===== src/hw/rtl/assert_macros.svh =====
// Assertion helpers used by the RTL. Both expect clk and rst_n in scope.
`ifndef ASSERT_MACROS_SVH
`define ASSERT_MACROS_SVH

`ifndef SYNTHESIS

`define TCCA_ASSERT(lbl, prop, msg) \
    lbl: assert property (@(posedge clk) disable iff (!rst_n) prop) else $error(msg);

`define TCCA_ASSERT_NEVER(lbl, cond, msg) \
    lbl: assert property (@(posedge clk) disable iff (!rst_n) !(cond)) else $error(msg);

`else

`define TCCA_ASSERT(lbl, prop, msg)

`define TCCA_ASSERT_NEVER(lbl, cond, msg)

`endif

`endif


===== src/hw/rtl/tcca_pkg.sv =====
// ----------------------------------------------------------------------------
// tcca_pkg
// Types, command codes and helpers for the one-dimensional totalistic ring.
// ----------------------------------------------------------------------------
`default_nettype none

package tcca_pkg;

    localparam int CELLS_DEF = 256;

    // Width used to compare a cell position against a request index.
    localparam int IDX_CMP_W = 11;

    localparam logic [1:0] CMD_LOAD = 2'd0;
    localparam logic [1:0] CMD_STEP = 2'd1;
    localparam logic [1:0] CMD_READ = 2'd2;

    localparam logic [2:0] CELL_MAX = 3'd4;
    localparam logic [9:0] SUM_MAX  = 10'd1023;

    typedef struct packed {
        logic [1:0] cmd;
        logic [7:0] cell_index;
        logic [2:0] cell_value;
    } req_t;

    typedef struct packed {
        logic [9:0]  row_sum;
        logic [31:0] step_count;
        logic [2:0]  read_value;
    } rsp_t;

    typedef struct packed {
        logic       load;
        logic       step;
        logic       shift;
        logic [7:0] index;
        logic [2:0] value;
    } cell_ctrl_t;

    // Sum of three cells (at most 12) reduced modulo five.
    function automatic logic [2:0] mod5(input logic [3:0] s);
        logic [3:0] r;
        if (s >= 4'd10)
        begin
            r = s - 4'd10;
        end
        else if (s >= 4'd5)
        begin
            r = s - 4'd5;
        end
        else
        begin
            r = s;
        end
        return r[2:0];
    endfunction

endpackage

`default_nettype wire


===== src/hw/rtl/tcca_cell.sv =====
// ----------------------------------------------------------------------------
// tcca_cell
// One ring position: holds a value 0 to 4, takes loads addressed to it,
// applies the totalistic rule, and passes its value down the ring on a scan.
// ----------------------------------------------------------------------------
`default_nettype none

module tcca_cell #(
    parameter int INDEX = 0
) (
    input  wire logic                clk,
    input  wire logic                rst_n,
    input  wire tcca_pkg::cell_ctrl_t ctrl,
    input  wire logic [2:0]          left,
    input  wire logic [2:0]          right,
    output logic [2:0]               value
);

    logic [2:0] value_reg;
    logic [2:0] value_next;
    logic       hit;

    assign hit = (tcca_pkg::IDX_CMP_W'(ctrl.index) == tcca_pkg::IDX_CMP_W'(INDEX));

    always_comb
    begin
        value_next = value_reg;
        if (ctrl.load && hit)
        begin
            value_next = ctrl.value;
        end
        else if (ctrl.step)
        begin
            value_next = tcca_pkg::mod5({1'b0, left} + {1'b0, value_reg} + {1'b0, right});
        end
        else if (ctrl.shift)
        begin
            value_next = right;
        end
    end

    always_ff @(posedge clk or negedge rst_n)
    begin
        if (!rst_n)
        begin
            value_reg <= '0;
        end
        else
        begin
            value_reg <= value_next;
        end
    end

    assign value = value_reg;

endmodule

`default_nettype wire


===== config.mk =====
export PLATFORM = sky130hd
export DESIGN_NAME = tcca_cell
export DESIGN_NICKNAME = d
export VERILOG_FILES = /design/src/hw/rtl/assert_macros.svh /design/src/hw/rtl/tcca_pkg.sv /design/src/hw/rtl/tcca_cell.sv
export SDC_FILE = /design/constraint.sdc
export NUM_CORES = 1
export LEC_CHECK = 0
export BUFFER_PORTS_ARGS = -buffer_cell sky130_fd_sc_hd__buf_4
export CAP_MARGIN = 20
export CORE_AREA = 2 2 39 41
export CTS_CLUSTER_SIZE = 10
export DETAILED_ROUTE_END_ITERATION = 10
export DIE_AREA = 0 0 41 43
export PLACE_DENSITY = 0.65
export SLEW_MARGIN = 5
export SYNTH_ARGS = -nofsm -noshare
export SYNTH_HDL_FRONTEND = slang
export SYNTH_SLANG_ARGS = --single-unit

===== constraint.sdc =====
create_clock -name clk -period 3.4 [get_ports clk]
set_input_delay 0.51 -clock clk [delete_from_list [all_inputs] [get_ports clk]]
set_output_delay 0.51 -clock clk [all_outputs]
set_load 0.02 [all_outputs]

==> results of run 1 <==
-- worst max-delay path: cells and delay by family, from the launching register on --
kind	cells	cell delay [ns]
AO/OA/AOI/OAI	1	0.31
buffers and inverters	2	0.12
adder cells (fa/ha/maj)	3	1.26
flip-flops	1	0.37
AND/OR/NAND/NOR	2	0.76
-- kinds of logic after synthesis --
kind of cell / Yosys count
and+or+nand+nor: 16
buffers and inverters: 12
AOI/OAI and AO/OA: 11
adders and majority gates: 8
muxes: 4
DFF: 3
xor gates and xnor gates: 1
-- metal layers --
metal,track usage (%),vias to the layer above
met5,0,-
met4,10.0,0
met3,4.71,4
met2,23.1,15
met1,17.8,220
li1,-,246
-- cells in the final DEF, fill, tap and decap left out, types with 2 or more instances in the layout --
cell      instances
nand4b_1          2
dfrtp_1           3
fa_1              4
ha_1              4
buf_4            24
nor2_1            5
mux2i_1           3
a21oi_1           4
inv_1            12
o21ai_0           3
clkbuf_4          3
-- power groups by stage --
stage	clock network (mW)	registers [mW]	logic (mW)
6_report	0.0664	0.0727	0.468
5_1_grt	0.0697	0.0758	0.536
4_1_cts	0.0685	0.0738	0.471
3_5_place_dp	0	0.0742	0.467
3_3_place_gp	0	0.0740	0.468
2_1_floorplan	0	0.0927	0.331
-- area by class of cell --
class / count / area, µm²
tap: 16 / 20.0
timing repair buffer: 24 / 180
clock buffer: 4 / 26.3
inverter: 12 / 45.0
fill: 141 / 689
sequential: 3 / 75.1
multi-input combinational: 40 / 348
-- through the flow --
| stage | setup WS (ns) | util, % |
|---|---|---|
| after detailed placement | 0.294 | 48.3 |
| after global placement | 0.323 | 48.3 |
| after global routing | 0.335 | 50.2 |
| final | 0.461 | 50.2 |
| after floorplan | 0.436 | - |
| after CTS | 0.440 | 50.2 |
-- synth_stat cells (all sizes together) --
cell    count  share of area, %
ha          4                11
a21oi       4               4.3
inv        12               9.6
nor2        5               4.0
nand2b      1               1.3
nor3        1               1.1
or4         1               2.4
and4        1               2.4
fa          4                17
a41oi       1               1.9
o41ai       1               1.9
o32a        1               2.1
nand2       1              0.80
xor2        1               1.9
mux2        1               2.4
nor2b       1               1.3
nor3b       1               1.6
nor4        1               1.3
nand4b      2               3.7
nand3       1               1.1
o21ai       3               3.2
dfrtp       3                16
o22ai       1               1.3
mux2i       3               6.4
-- worst max-delay path by stage --
stage	from	to	slack (ns)	cells after the start
floorplan	value[1]	value[0]	0.44	8
global placement	left[1]	value[0]	0.32	9
finish	value[1]	value[0]	0.46	8
detailed placement	left[1]	value[0]	0.29	9
global route	value[1]	value[0]	0.33	8
CTS	value[1]	value[0]	0.44	8
==> run_results.csv, run 1 <==
group,metric,value,unit
timing,layout_min_cycle_time,2.94,ns
cts,cts_max_path_buffers,2,
flow_run,drv_cap,0,
cts,clock_sinks,3,
setup_path,worst-r2r-setup-slack,0.46,ns
timing,achievable-frequency,340,MHz
yosys,synth_fa_ha_area_share,27.8,%
yosys,synth_cell_type_count,24,
yosys,synth_simple_gate_area_share,21.1,%
place,dpl.cell_count,95,
cells_and_area,finalInstanceArea,694,µm²
hold_path,hold_path.class,"in -> async",
timing,relSlewSlack,66.1,%
global_routing,maximum_number_of_pins_on_one_net_before_global_route_repair,9,
yosys,post_synth_inst_count,55,
place,place.port_buffers,24,
power,power.share.switching,47.1,%
place,hpwl_dp,934,µm
cells_and_area,num_antenna_cells,0,
timing,worst_clock_skew,0.000430,ns
yosys,syn-mean-instance-area,8.51,µm²
place,place_congestion,0.795,
cts,h-tree-depth,1,
setup_path,slowest_delay,0.57,ns
yosys,syn_nets,85,
power,pwr-share-clk,10.9,%
global_routing,number_of_antenna_violations_at_the_first_check_in_global_routing,0,
cells_and_area,areaGrowthSynthToFinish,48.4,%
cts,cts_bufs_inserted,3,
setup_path,worstPathMaxFanout,6,
power,total_leakage_power,0.365,nW
power,power.switching,0.286,mW
floorplan,design.die.area,1760,µm²
timing,layout_worst_path_cycle_share,86.4,%
timing,timing.final.hold_violations,0,
yosys,largest_family_of_logic_cells_by_synthesized_area,"adder cells",
yosys,yosys_register_bits,3,
setup_path,critPathLaunchType,"flop",
setup_path,critPathArrivalTime,3.06,ns
setup_path,crit_path_end_kind,"flop",
outcome,outcome,"completed",
drt,drt-pass1-iter-count,4,
cells_and_area,number_of_flip_flops_under_the_largest_register_name,3,
drt,avgViaCountPerCell,4.90,
timing,finalSetupViolations,0,
yosys,synth_xor_area_share,1.87,%
global_routing,grt.overflow.total,0,
yosys,post_synthesis_instance_area,468,µm²
cts,cts.root.buffer_cell,"clkbuf_4",
drt,first_iter_violations,12,
timing,timing.hold.ws,0.0466,ns
floorplan,num_rows,14,
cts,post_cts.repair.setup_buffers,0,
floorplan,die_height,43,µm
drt,via_count,485,
setup_path,critical_path.reg2reg.endpoint,"value[0]",
timing,final-max-slew-violation-count,0,
yosys,synth_area_in_compound_gates,14.7,%
timing,rsz0062_at_grt,"false",
setup_path,critical_path.reg2reg.startpoint,"value[1]",
floorplan,fp.coreArea,1380,µm²
drt,drtAntennaViolNets,0,
cells_and_area,drive_gt1_share,34.9,%
drt,route.final.wire_length,1.13,mm
yosys,yosys_warnings,0,
setup_path,class_of_the_most_critical_setup_path,"reg -> reg",
floorplan,boundaryPins,25,
place,dpl-instance-area,668,µm²
global_routing,grt_pass1_vias,456,
cts,ctsHoldBuffers,0,
yosys,synth_sequential_area_ratio,16.0,%
setup_path,cp_data_required_time,3.52,ns
setup_path,r2r.worst_path.cells,8,
cts,postCtsResizedCells,0,
cts,tritoncts,"yes",
drt,detailroute.wirelength.met2,551,µm
cells_and_area,instances_no_fill,99,
cts,path_clk_slew,0.04,ns
drt,routedLengthMet1,469,µm
power,cell_area_power_density,874,nW/µm²
power,power.combinational.fraction,77.1,%
power,finalPower,0.607,mW
timing,setup_tns,0,ns
drt,top_layer_used,"met4",
cells_and_area,design.final.nets,114,
global_routing,track_usage,15.4,%
drt,wl_met3,83,µm
yosys,synth.area.mux_share,8.82,%
cts,clock_latency,0.24,ns
drt,drt_drc_violations_left,0,
timing,timing_worst_slew_pin_value,0.507,ns
setup_path,critical_path.slowest_cell,"or4_4",
power,cellInternalPower,0.321,mW
setup_path,list_of_cells_traversed_by_the_critical_path,"inv_1, fa_1, inv_1, ha_1, fa_1, or4_4, and4_4, o32a_1",
global_routing,grt_pass1_wl,1.79,mm
floorplan,dieWidth,41,µm
power,irDropWorstVdd,0.000489,V
drt,drt-wirelength-per-cell,11.4,µm
floorplan,initial_utilization,33.8,%
power,power.share.sequential,12.0,%
No activity file was read; power rests on OpenSTA's default activity.
==> run 2: changes to the inputs <==
- PLACE_DENSITY: 0.65 -> 0.63
==> run 2 against run 1 <==
Compared with the run above:
- via count grew 2.5%
- clock power is 5.6% lower
- critical endpoint unchanged
- sequential cell count is the same
- non-clock buffer count did not move
- critical path depth unchanged
- cell count did not move
- clock skew is essentially flat
- sequential power rose by 0.8%
- critical path type unchanged
- maximum frequency decreased by 0.28%
==> run_results.csv, run 2 (synthesis gave the netlist of run 1 again) <==
group,metric,value,unit
cts,tritoncts,"yes",
timing,layout_min_cycle_time,2.95,ns
power,power.share.switching,47.2,%
global_routing,maximum_number_of_pins_on_one_net_before_global_route_repair,9,
cells_and_area,postLayoutCoreUtil,50.2,%
setup_path,critPathArrivalTime,3.06,ns
timing,achievable-frequency,339,MHz
setup_path,crit_path_end_kind,"flop",
cells_and_area,areaGrowthSynthToFinish,48.4,%
cells_and_area,drive_gt1_share,34.9,%
cells_and_area,nFillCells,144,
timing,timing_worst_slew_pin_value,0.537,ns
timing,setup_tns,0,ns
timing,worst_clock_skew,0.000870,ns
global_routing,grt_pass1_wl,1.59,mm
cells_and_area,design.final.nets,114,
place,place.port_buffers,24,
place,hpwl_dp,931,µm
power,total_leakage_power,0.365,nW
cts,path_clk_slew,0.04,ns
drt,drt-wirelength-per-cell,10.6,µm
power,cell_area_power_density,874,nW/µm²
drt,route.final.wire_length,1.05,mm
timing,layout_worst_path_cycle_share,86.7,%
power,power.switching,0.287,mW
setup_path,cp_data_required_time,3.51,ns
drt,drt_drc_violations_left,0,
outcome,outcome,"completed",
drt,drtAntennaViolNets,0,
setup_path,critPathLaunchType,"flop",
cells_and_area,most_frequent_standard_cell_in_the_layout_excluding_fill_and_tap_cells,"buf_4",
timing,timing.final.hold_violations,0,
timing,final-max-slew-violation-count,0,
cts,postCtsResizedCells,0,
hold_path,hold_path.class,"in -> async",
place,place_congestion,0.832,
power,pwr-share-clk,10.3,%
floorplan,boundaryPins,25,
timing,finalSetupViolations,0,
global_routing,grt_pass1_vias,436,
cells_and_area,leading_cell_types_in_the_layout_fill_and_taps_excluded,"buf_4 (24), inv_1 (12), nor2_1 (5)",
flow_run,drv_cap,0,
global_routing,track_usage,13.0,%
power,irDropWorstVdd,0.000459,V
cts,cts_bufs_inserted,3,
drt,drt-pass1-iter-count,4,
floorplan,fp.coreArea,1380,µm²
cts,post_cts.repair.setup_buffers,0,
cts,cts.root.buffer_cell,"clkbuf_4",
cells_and_area,num_antenna_cells,0,
drt,first_iter_violations,8,
floorplan,initial_utilization,33.8,%
drt,via_count,497,
cts,ctsHoldBuffers,0,
drt,avgViaCountPerCell,5.02,
cts,clock_latency,0.23,ns
floorplan,dieWidth,41,µm
cts,h-tree-depth,1,
cells_and_area,multiInputGateArea,348,µm²
cells_and_area,number_of_flip_flops_under_the_largest_register_name,3,
cts,cts_max_path_buffers,2,
global_routing,number_of_antenna_violations_at_the_first_check_in_global_routing,0,
setup_path,worstPathMaxFanout,6,
cts,clock_sinks,3,
timing,rsz0062_at_grt,"false",
power,power.combinational.fraction,77.6,%
cells_and_area,area.sequential,75.1,µm²
power,cellInternalPower,0.321,mW
timing,relSlewSlack,64.1,%
power,power.share.sequential,12.1,%
setup_path,class_of_the_most_critical_setup_path,"reg -> reg",
floorplan,die_height,43,µm
floorplan,design.die.area,1760,µm²
global_routing,grt.overflow.total,0,
floorplan,num_rows,14,
[run 2: power groups by stage]
stage / Clock, mW / Sequential, mW / Combinational, mW
CTS: 0.0659 / 0.0739 / 0.473
detailed placement: 0 / 0.0744 / 0.471
global route: 0.0697 / 0.0754 / 0.529
floorplan: 0 / 0.0927 / 0.331
global placement: 0 / 0.0736 / 0.463
finish: 0.0627 / 0.0733 / 0.471
[run 2: layer usage]
| layer | global-route usage [%] | up-vias | part of all wire [%] |
|---|---|---|---|
| met1 | 15.6 | 233 | 43 |
| met2 | 21.6 | 17 | 49 |
| li1 | - | 247 | - |
| met3 | 4.71 | 0 | 7.2 |
| met5 | 0 | - | 0 |
| met4 | 2.00 | 0 | 0 |
[run 2: worst max-delay path: stages (launching register included)]
cell     delay (ns)
dfrtp_1        0.37
inv_1          0.07
fa_1           0.52
inv_1          0.05
ha_1           0.19
fa_1           0.54
or4_4          0.57
and4_4         0.19
o32a_1         0.31
[run 2: layout make-up]
class                           instances  area share, %
Clock buffer                            4           3.78
Inverter                               12           6.49
Multi-Input combinational cell         40           50.1
Sequential cell                         3           10.8
Tap cell                               16           2.88
Timing Repair Buffer                   24           25.9
[run 2: path summary, 6_finish.rpt]
| kind | startpoint | endpoint | slack [ns] | cells past startpoint |
|---|---|---|---|---|
| worst max-delay path | value[1] | value[0] | 0.45 | 8 |
| worst min-delay path | rst_n | value[2] | 0.06 | 1 |
| worst max register to register | value[1] | value[0] | 0.45 | 8 |
| worst min register to register | value[2] | value[2] | 0.78 | 4 |
| max in group asynchronous | rst_n | value[0] | 3.25 | 1 |
| min in group clk | ctrl[0] | value[0] | 0.50 | 2 |
[run 2: per-stage QoR]
stage	worst slack, ns	instances	cell area [µm²]	hold WS [ns]	power (mW)
6_report	0.453	99	694	0.0562	0.607
3_3_place_gp	0.321	95	668	0.302	0.536
4_1_cts	0.459	99	694	0.0498	0.613
3_5_place_dp	0.308	95	668	0.302	0.546
5_1_grt	0.340	99	694	0.0459	0.674
2_1_floorplan	0.436	55	468	0.214	0.423
